<file path="src/sensor_frame_deframer_decoder_defines.svh">
// Assertion macros shared by the deframer/decoder modules.
// Each macro samples on clk and is disabled while rst_n is low.
`ifndef SENSOR_FRAME_DEFRAMER_DECODER_DEFINES_SVH
`define SENSOR_FRAME_DEFRAMER_DECODER_DEFINES_SVH
`ifndef ASSERT_OFF
`define SFDD_ASSERT_IMPLY(label, pre, post, msg) \
    label: assert property (@(posedge clk) disable iff (!rst_n) (pre) |-> (post)) \
        else $error(msg);
`define SFDD_ASSERT_NEXT(label, pre, post, msg) \
    label: assert property (@(posedge clk) disable iff (!rst_n) (pre) |=> (post)) \
        else $error(msg);
`else
`define SFDD_ASSERT_IMPLY(label, pre, post, msg)
`define SFDD_ASSERT_NEXT(label, pre, post, msg)
`endif
`endif

</file>
<file path="src/sfdd_pkg.sv">
package sfdd_pkg;

    // Frame marker and frame type codes
    localparam logic [7:0] HDR_BYTE   = 8'h5A;
    localparam logic [7:0] TYPE_LIGHT = 8'h15;
    localparam logic [7:0] TYPE_ENV   = 8'h45;

    // Reading kinds carried on tuser
    localparam logic KIND_LIGHT = 1'b0;
    localparam logic KIND_ENV   = 1'b1;

    // Payload positions the decode looks at
    localparam int DECODE_BYTES = 10;

    // Job queue depth between front and back (power of two)
    localparam int QUEUE_DEPTH = 2;

    // Divide by 100 as (x * magic) >> 37, exact for every 32-bit x
    localparam int          MAGIC_W      = 31;
    localparam int          RAW_W        = 32;
    localparam int          PROD_W       = RAW_W + MAGIC_W;
    localparam int          DIV100_SHIFT = 37;
    localparam logic [MAGIC_W-1:0] DIV100_MAGIC = 31'h51EB851F;

    // Output field widths
    localparam int LUX_W   = 32;
    localparam int SMALL_W = 10;
    localparam int PRESS_W = 26;

    // Decoded frame handed from front to back
    typedef struct packed {
        logic        kind;
        logic [31:0] word;   // lux (light) or raw pressure (environment)
        logic [15:0] temp;
        logic [15:0] hum;
        logic [15:0] alt;
    } job_t;

    // Queue fill status
    typedef struct packed {
        logic full;
        logic empty;
    } qstat_t;

endpackage

</file>
<file path="src/sensor_frame_deframer_decoder.sv">
// Channel  | Dir | Handshake          | Payload
// s_*      | in  | s_tvalid/s_tready  | s_tdata[7:0] = rx_byte
// m_*      | out | m_tvalid/m_tready  | m_tuser = reading_kind, m_tdata = decoded reading
//
// One received byte is taken per cycle while the job queue has room.
// The back end runs all divisions by 100 through one 32x31 multiplier:
// an environment frame divides temperature, pressure, humidity and altitude in turn.
// The shortest frame is 5 bytes, so a two-entry queue keeps the input at full rate.
// Reset (rst_n low, asynchronous) returns to header hunt and clears the payload store.
// m_tready low holds the output word; once the queue fills, s_tready drops.
module sensor_frame_deframer_decoder
    import sfdd_pkg::*;
#(
    parameter int PAYLOAD_BYTES = 10
)
(
    input  logic        clk,
    input  logic        rst_n,
    input  logic        s_tvalid,
    output logic        s_tready,
    input  logic [7:0]  s_tdata,   // [7:0] rx_byte
    output logic        m_tvalid,
    input  logic        m_tready,
    output logic [87:0] m_tdata,   // [31:0] lux_hundredths, [41:32] temperature_whole,
                                   // [67:42] pressure_whole, [77:68] humidity_whole,
                                   // [87:78] altitude_whole
    output logic        m_tuser    // [0] reading_kind
);

    job_t   push_job, head_job;
    logic   job_push, job_pop;
    qstat_t qstat;

    // Deframe received words into jobs
    sfdd_front #(
        .PAYLOAD_BYTES (PAYLOAD_BYTES)
    ) u_front (
        .clk        (clk),
        .rst_n      (rst_n),
        .byte_valid (s_tvalid),
        .byte_ready (s_tready),
        .byte_data  (s_tdata),
        .qstat      (qstat),
        .job_push   (job_push),
        .job        (push_job)
    );

    // Decouple front and back
    sfdd_queue u_queue (
        .clk      (clk),
        .rst_n    (rst_n),
        .push     (job_push),
        .push_job (push_job),
        .pop      (job_pop),
        .head_job (head_job),
        .qstat    (qstat)
    );

    // Scale readings and drive the output word
    sfdd_back u_back (
        .clk       (clk),
        .rst_n     (rst_n),
        .qstat     (qstat),
        .head_job  (head_job),
        .job_pop   (job_pop),
        .out_valid (m_tvalid),
        .out_ready (m_tready),
        .out_kind  (m_tuser),
        .out_data  (m_tdata)
    );

endmodule

</file>
<file path="src/sfdd_front.sv">
module sfdd_front
    import sfdd_pkg::*;
#(
    parameter int PAYLOAD_BYTES = 10
)
(
    input  logic       clk,
    input  logic       rst_n,
    input  logic       byte_valid,
    output logic       byte_ready,
    input  logic [7:0] byte_data,
    input  qstat_t     qstat,
    output logic       job_push,
    output job_t       job
);

`include "sensor_frame_deframer_decoder_defines.svh"

    typedef enum logic [2:0] {
        PH_HDR1    = 3'd0,
        PH_HDR2    = 3'd1,
        PH_TYPE    = 3'd2,
        PH_LEN     = 3'd3,
        PH_PAYLOAD = 3'd4,
        PH_CHECK   = 3'd5
    } phase_t;

    phase_t      phase_reg, phase_next;
    logic [7:0]  type_reg, type_next;
    logic [7:0]  remain_reg, remain_next;
    logic [7:0]  index_reg, index_next;
    logic [7:0]  remain_dec;
    logic        store_wr;
    logic        accept;
    logic [7:0]  store_reg [PAYLOAD_BYTES];
    logic [7:0]  frame_byte [DECODE_BYTES];

    assign byte_ready = !qstat.full;
    assign accept     = byte_valid && byte_ready;
    assign remain_dec = (remain_reg != 8'd0) ? remain_reg - 8'd1 : 8'd0;

    // Advance the frame phase on each accepted word
    always_comb
    begin
        phase_next  = phase_reg;
        type_next   = type_reg;
        remain_next = remain_reg;
        index_next  = index_reg;
        store_wr    = 1'b0;
        job_push    = 1'b0;
        if (accept)
        begin
            unique case (phase_reg)
                PH_HDR2:
                begin
                    phase_next = (byte_data == HDR_BYTE) ? PH_TYPE : PH_HDR1;
                end
                PH_TYPE:
                begin
                    type_next  = byte_data;
                    phase_next = PH_LEN;
                end
                PH_LEN:
                begin
                    remain_next = byte_data;
                    index_next  = 8'd0;
                    phase_next  = (byte_data == 8'd0) ? PH_CHECK : PH_PAYLOAD;
                end
                PH_PAYLOAD:
                begin
                    store_wr    = 1'b1;
                    index_next  = (index_reg != 8'hFF) ? index_reg + 8'd1 : index_reg;
                    remain_next = remain_dec;
                    if (remain_dec == 8'd0)
                    begin
                        phase_next = PH_CHECK;
                    end
                end
                PH_CHECK:
                begin
                    phase_next = PH_HDR1;
                    job_push   = (type_reg == TYPE_LIGHT) || (type_reg == TYPE_ENV);
                end
                default:
                begin
                    phase_next = (byte_data == HDR_BYTE) ? PH_HDR2 : PH_HDR1;
                end
            endcase
        end
    end

    // Hold phase, counters and the payload store
    always_ff @(posedge clk or negedge rst_n)
    begin
        if (!rst_n)
        begin
            phase_reg  <= PH_HDR1;
            type_reg   <= 8'd0;
            remain_reg <= 8'd0;
            index_reg  <= 8'd0;
            for (int i = 0; i < PAYLOAD_BYTES; i++)
            begin
                store_reg[i] <= 8'd0;
            end
        end
        else
        begin
            phase_reg  <= phase_next;
            type_reg   <= type_next;
            remain_reg <= remain_next;
            index_reg  <= index_next;
            // drop bytes past the end of the store
            for (int i = 0; i < PAYLOAD_BYTES; i++)
            begin
                if (store_wr && index_reg == 8'(i))
                begin
                    store_reg[i] <= byte_data;
                end
            end
        end
    end

    // Positions past the store read as zero
    for (genvar g = 0; g < DECODE_BYTES; g++)
    begin : g_pad
        if (g < PAYLOAD_BYTES)
        begin : g_have
            assign frame_byte[g] = store_reg[g];
        end
        else
        begin : g_zero
            assign frame_byte[g] = 8'd0;
        end
    end

    // Build the big-endian job fields
    always_comb
    begin
        job.kind = (type_reg == TYPE_ENV) ? KIND_ENV : KIND_LIGHT;
        if (type_reg == TYPE_ENV)
        begin
            job.word = {frame_byte[2], frame_byte[3], frame_byte[4], frame_byte[5]};
        end
        else
        begin
            job.word = {frame_byte[0], frame_byte[1], frame_byte[2], frame_byte[3]};
        end
        job.temp = {frame_byte[0], frame_byte[1]};
        job.hum  = {frame_byte[6], frame_byte[7]};
        job.alt  = {frame_byte[8], frame_byte[9]};
    end

    `SFDD_ASSERT_IMPLY(a_push_on_check, job_push, phase_reg == PH_CHECK && accept, "push outside checksum word")
    `SFDD_ASSERT_IMPLY(a_push_has_room, job_push, !qstat.full, "push into full queue")

endmodule

</file>
<file path="src/sfdd_queue.sv">
module sfdd_queue
    import sfdd_pkg::*;
(
    input  logic   clk,
    input  logic   rst_n,
    input  logic   push,
    input  job_t   push_job,
    input  logic   pop,
    output job_t   head_job,
    output qstat_t qstat
);

`include "sensor_frame_deframer_decoder_defines.svh"

    localparam int PTR_W = (QUEUE_DEPTH > 1) ? $clog2(QUEUE_DEPTH) : 1;
    localparam int CNT_W = $clog2(QUEUE_DEPTH + 1);

    job_t             mem [QUEUE_DEPTH];
    logic [PTR_W-1:0] wr_ptr_reg, rd_ptr_reg;
    logic [CNT_W-1:0] count_reg;
    logic             do_push, do_pop;

    assign qstat.full  = (count_reg == CNT_W'(QUEUE_DEPTH));
    assign qstat.empty = (count_reg == '0);
    assign do_push     = push && !qstat.full;
    assign do_pop      = pop && !qstat.empty;
    assign head_job    = mem[rd_ptr_reg];

    // Write entries
    always_ff @(posedge clk)
    begin
        if (do_push)
        begin
            mem[wr_ptr_reg] <= push_job;
        end
    end

    // Advance pointers and count
    always_ff @(posedge clk or negedge rst_n)
    begin
        if (!rst_n)
        begin
            wr_ptr_reg <= '0;
            rd_ptr_reg <= '0;
            count_reg  <= '0;
        end
        else
        begin
            if (do_push)
            begin
                wr_ptr_reg <= wr_ptr_reg + PTR_W'(1);
            end
            if (do_pop)
            begin
                rd_ptr_reg <= rd_ptr_reg + PTR_W'(1);
            end
            if (do_push && !do_pop)
            begin
                count_reg <= count_reg + CNT_W'(1);
            end
            else if (do_pop && !do_push)
            begin
                count_reg <= count_reg - CNT_W'(1);
            end
        end
    end

    `SFDD_ASSERT_IMPLY(a_count_bound, 1'b1, count_reg <= CNT_W'(QUEUE_DEPTH), "queue count overflow")

endmodule

</file>
<file path="src/sfdd_back.sv">
module sfdd_back
    import sfdd_pkg::*;
(
    input  logic        clk,
    input  logic        rst_n,
    input  qstat_t      qstat,
    input  job_t        head_job,
    output logic        job_pop,
    output logic        out_valid,
    input  logic        out_ready,
    output logic        out_kind,
    output logic [87:0] out_data
);

`include "sensor_frame_deframer_decoder_defines.svh"

    typedef enum logic [1:0] {
        B_IDLE = 2'd0,
        B_MULT = 2'd1,
        B_FIN  = 2'd2
    } bstate_t;

    bstate_t             state_reg;
    logic [1:0]          cnt_reg;
    job_t                job_reg;
    logic [PROD_W-1:0]   prod_reg;
    logic [SMALL_W-1:0]  temp_q_reg, hum_q_reg;
    logic [PRESS_W-1:0]  press_q_reg;
    logic                out_valid_reg;
    logic                out_kind_reg;
    logic [LUX_W-1:0]    out_lux_reg;
    logic [SMALL_W-1:0]  out_temp_reg, out_hum_reg, out_alt_reg;
    logic [PRESS_W-1:0]  out_press_reg;
    logic [RAW_W-1:0]    mul_op;
    logic [PROD_W-1:0]   mul_prod;
    logic [PRESS_W-1:0]  quot;
    logic                out_load;

    // Quotient of the product now held
    assign quot     = prod_reg[PROD_W-1:DIV100_SHIFT];
    assign job_pop  = (state_reg == B_IDLE) && !qstat.empty;
    assign out_load = (state_reg == B_FIN) && (!out_valid_reg || out_ready);

    // Pick the operand for the shared multiplier
    always_comb
    begin
        if (state_reg == B_IDLE)
        begin
            mul_op = RAW_W'(head_job.temp);
        end
        else
        begin
            case (cnt_reg)
                2'd1:    mul_op = job_reg.word;
                2'd2:    mul_op = RAW_W'(job_reg.hum);
                2'd3:    mul_op = RAW_W'(job_reg.alt);
                default: mul_op = RAW_W'(job_reg.temp);
            endcase
        end
    end

    assign mul_prod = PROD_W'(mul_op) * PROD_W'(DIV100_MAGIC);

    // Sequence the divisions and hold the output word
    always_ff @(posedge clk or negedge rst_n)
    begin
        if (!rst_n)
        begin
            state_reg     <= B_IDLE;
            cnt_reg       <= 2'd0;
            job_reg       <= '0;
            prod_reg      <= '0;
            temp_q_reg    <= '0;
            press_q_reg   <= '0;
            hum_q_reg     <= '0;
            out_valid_reg <= 1'b0;
            out_kind_reg  <= KIND_LIGHT;
            out_lux_reg   <= '0;
            out_temp_reg  <= '0;
            out_press_reg <= '0;
            out_hum_reg   <= '0;
            out_alt_reg   <= '0;
        end
        else
        begin
            if (out_valid_reg && out_ready && !out_load)
            begin
                out_valid_reg <= 1'b0;
            end
            unique case (state_reg)
                B_IDLE:
                begin
                    if (job_pop)
                    begin
                        job_reg  <= head_job;
                        prod_reg <= mul_prod;
                        cnt_reg  <= 2'd1;
                        state_reg <= (head_job.kind == KIND_ENV) ? B_MULT : B_FIN;
                    end
                end
                B_MULT:
                begin
                    prod_reg <= mul_prod;
                    case (cnt_reg)
                        2'd1:    temp_q_reg  <= quot[SMALL_W-1:0];
                        2'd2:    press_q_reg <= quot;
                        default: hum_q_reg   <= quot[SMALL_W-1:0];
                    endcase
                    cnt_reg <= cnt_reg + 2'd1;
                    if (cnt_reg == 2'd3)
                    begin
                        state_reg <= B_FIN;
                    end
                end
                B_FIN:
                begin
                    if (out_load)
                    begin
                        out_valid_reg <= 1'b1;
                        out_kind_reg  <= job_reg.kind;
                        if (job_reg.kind == KIND_ENV)
                        begin
                            out_lux_reg   <= '0;
                            out_temp_reg  <= temp_q_reg;
                            out_press_reg <= press_q_reg;
                            out_hum_reg   <= hum_q_reg;
                            out_alt_reg   <= quot[SMALL_W-1:0];
                        end
                        else
                        begin
                            out_lux_reg   <= job_reg.word;
                            out_temp_reg  <= '0;
                            out_press_reg <= '0;
                            out_hum_reg   <= '0;
                            out_alt_reg   <= '0;
                        end
                        state_reg <= B_IDLE;
                    end
                end
                default:
                begin
                    state_reg <= B_IDLE;
                end
            endcase
        end
    end

    assign out_valid = out_valid_reg;
    assign out_kind  = out_kind_reg;
    assign out_data  = {out_alt_reg, out_hum_reg, out_press_reg, out_temp_reg, out_lux_reg};

    `SFDD_ASSERT_IMPLY(a_pop_nonempty, job_pop, !qstat.empty, "pop from empty queue")
    `SFDD_ASSERT_NEXT(a_load_shows, out_load, out_valid_reg, "loaded word not shown")

endmodule
</file>
<file path="config.mk">
export PLATFORM = sky130hd
export DESIGN_NAME = sensor_frame_deframer_decoder
export DESIGN_NICKNAME = d
export VERILOG_FILES = /design/src/sfdd_pkg.sv /design/src/sensor_frame_deframer_decoder.sv /design/src/sfdd_front.sv /design/src/sfdd_queue.sv /design/src/sfdd_back.sv
export VERILOG_INCLUDE_DIRS = /design/src /design/src/src
export SDC_FILE = /design/constraint.sdc
export NUM_CORES = 2
export LEC_CHECK = 0
export ABC_AREA = 1
export BUFFER_PORTS_ARGS = -buffer_cell sky130_fd_sc_hd__buf_2
export CAP_MARGIN = 30
export CORE_ASPECT_RATIO = 1.5
export CORE_MARGIN = 4
export CORE_UTILIZATION = 55
export DETAILED_ROUTE_END_ITERATION = 12
export MAX_ROUTING_LAYER = met4
export PLACE_DENSITY_LB_ADDON = 0.12
export SYNTH_ARGS = -nofsm -noshare
export SYNTH_HDL_FRONTEND = slang
export SYNTH_SLANG_ARGS = --single-unit
</file>
<file path="constraint.sdc">
create_clock -name clk -period 9.65 [get_ports clk]
set_clock_uncertainty 0.2 [all_clocks]
set_input_delay 0.4825 -clock clk [delete_from_list [all_inputs] [get_ports clk]]
set_output_delay 0.4825 -clock clk [all_outputs]
set_load 0.02 [all_outputs]
</file>
==> metrics.txt <==
maxcap violations 0; most frequent CP cell inv_1; Pins Over Slew Limit 0; Die W 228 um; Data required, critical path 9.92 ns; Mapped Area between 0.04 and 0.05 mm^2; worst reg2reg setup slack about 1.2 ns; Starting Density 0.558; htree depth 2; Skew-Pair Late Insertion Delay a little under 0.6 ns; WP data arrival 8.74 ns; share of cells above drive strength 1 0.0652; Post-CTS Setup Repair Bufs 0; total negative slack 0 ns; worst r2r src u_back.cnt_reg[0]$_DFFE_PN0P_; max reg flops 162; Hold Path Origin s_tdata[4]; slew margin rel. 0.298; slowest stage delay, CP between 0.5 and 0.6 ns; number of synthesized flops with an enable pin 162; Via density between 5 and 6; Syn Nets 5273; vias in the first global route 30.8k; Seq/Total Area, Yosys 0.345; gpl congestion slightly above 1; clk root buf clkbuf_16; Hold Crit Class input port to flop; Worst-Margin Slew about 1.0 ns; Initial DRT Pass Iterations 5; port buffer count between 100 and 150; FF-to-FF path depth 32; post-synthesis async set-or-reset flop share 0.688; final hold vios 0; top_reg_cell synth dfrtp_1; Mean Syn Cell Area 8.96 um^2; num rows 120; Peak Freq 118 MHz; Die H about 340 um; Max Fanout on Critical Path 13; Final Critical Period 8.47 ns; die footprint 0.0773 mm^2; Iteration-0 DRC Markers just under 2k; Fillers approximately 6.5k; drt drc 0; Distinct cells, synth 52; Hold Path Stages 3; Num CTS Buffers 46; Final Cycle Share 0.878; Setup crit start kind flop; YS warnings 0; Yosys reg bits 520; status finished, final reports clean; drt wl/cell roughly 21 um; routed via count about 29k; clock sink total 520; Final setup violation count 0; Register Area roughly 0.014 mm^2; Reg2Reg Capture Point u_back.prod_reg[47]$_DFFE_PN0P_; gr ovfl total 0; RSZ-0062 raised after global routing false; Post-DP HPWL about 95 mm; TritonCTS clock tree yes; first-pass GRT wire length 182 mm; layout net count 5366; Routed Antenna Nets 0; slowest CP cell fa_1; Clock Tree Buf Depth 3; hold endpoint u_front.remain_reg[4]$_DFFE_PN0P_; antenna violations before repair 2; GRT Total Usage 0.319; Worst-path clk slew 0.06 ns; # IOs between 100 and 150; core area 0.0718 mm^2; Area Growth Syn to Fin 7.87%; wirelength, routed 118 mm; Crit. End Element flop; cts repair resizes 0; largest net degree at the start of global routing 107; Setup CP Type flop to flop; synthesized instance count 4469; area of the multi-input gates 0.0218 mm^2
layout make-up:
class	count	area share
antenna	3	0.000174
clock buffer	67	0.0304
clock inverter	17	0.00565
inverter	1039	0.0904
multi-input combinational	2797	0.504
sequential	520	0.320
tap	915	0.0265
timing repair buffer	158	0.0227
per-layer routing:
layer  GRT usage  vias up  share of wire
li1            -    13914              -
met1       0.346    14177           0.36
met2       0.576      774           0.53
met3      0.0248      304          0.035
met4       0.182        0          0.075
met5           -        -              0
placed cells by master (no fill, tap or decap), types with 50 or more instances in the layout:
master    count
a31oi_1      76
nor2_1      237
inv_1      1027
nand2_1    1069
nand3_1     137
a21oi_1      98
ha_1        403
buf_4        50
edfxtp_1    162
o21ai_0     218
dfrtp_1     357
fa_1        389
buf_2       101
kinds of logic (layout without fill, tap and decap cells):
| kind of cell | after synthesis | after routing | synth area share |
|---|---|---|---|
| AOI/OAI and AO/OA | 442 | 442 | 0.0599 |
| xor gates and xnor gates | 10 | 10 | 0.00219 |
| adders and majority gates | 792 | 792 | 0.320 |
| buffers and inverters | 1152 | 1281 | 0.112 |
| DFF | 520 | 520 | 0.345 |
| muxes | 17 | 17 | 0.00475 |
| other | 0 | 3 | 0 |
| and+or+nand+nor | 1536 | 1536 | 0.155 |
worst max path at each step:
stage                                        start  cells after the start                               to  slack, ns
floorplan            u_back.cnt_reg[0]$_DFFE_PN0P_                     34  u_back.prod_reg[59]$_DFFE_PN0P_       2.15
detailed placement   u_back.cnt_reg[0]$_DFFE_PN0P_                     34  u_back.prod_reg[59]$_DFFE_PN0P_       1.25
CTS                  u_back.cnt_reg[0]$_DFFE_PN0P_                     34  u_back.prod_reg[59]$_DFFE_PN0P_       1.24
global placement    u_queue.rd_ptr_reg$_DFFE_PN0P_                     32  u_back.prod_reg[51]$_DFFE_PN0P_       1.30
finish               u_back.cnt_reg[0]$_DFFE_PN0P_                     32  u_back.prod_reg[47]$_DFFE_PN0P_       1.18
global route         u_back.cnt_reg[1]$_DFFE_PN0P_                     34  u_back.prod_reg[59]$_DFFE_PN0P_       0.72
Yosys cell counts (9+ instances only):
master / instances / area share
nand2_1: 1069 / 0.10
inv_1: 1027 / 0.096
ha_1: 403 / 0.13
fa_1: 389 / 0.19
dfrtp_1: 358 / 0.22
nor2_1: 243 / 0.023
o21ai_0: 222 / 0.028
edfxtp_1: 162 / 0.12
nand3_1: 138 / 0.017
a21oi_1: 98 / 0.012
a31oi_1: 76 / 0.012
clkbuf_1: 57 / 0.0053
buf_2: 33 / 0.0041
nor3_1: 19 / 0.0024
mux2_2: 16 / 0.0045
nand4_1: 15 / 0.0023
o22ai_1: 15 / 0.0023
buf_4: 14 / 0.0026
o21ai_1: 12 / 0.0015
nor2_2: 11 / 0.0017
inv_2: 9 / 0.00084
through the flow:
step	cell area (um^2)	hold WS, ns	util	worst slack (ns)	cells
floorplan	40000	-0.0131	-	2.15	4469
global placement	41500	0.248	0.579	1.30	5423
detailed placement	41500	0.253	0.579	1.25	5424
CTS	43100	0.0110	0.601	1.24	5511
global route	43200	0.0402	0.602	0.717	5514
finish	43200	0.0317	0.602	1.18	5516
critical path: cells and delay by family (launching register included):
kind,cells,cell delay [ns]
buffers and inverters,10,1.72
AO/OA/AOI/OAI,2,0.34
adder cells (fa/ha/maj),10,4.53
flip-flops,1,0.40
AND/OR/NAND/NOR,10,1.18
what timing repair did:
action                                  in CTS  in global routing
endpoints found under the setup margin       0                  0
hold buffers                                 3                  0
hold endpoints to repair                   105                  0
Power is not shown: default switching activity piles up to over one toggle a cycle in this logic, so the estimate is an artifact.
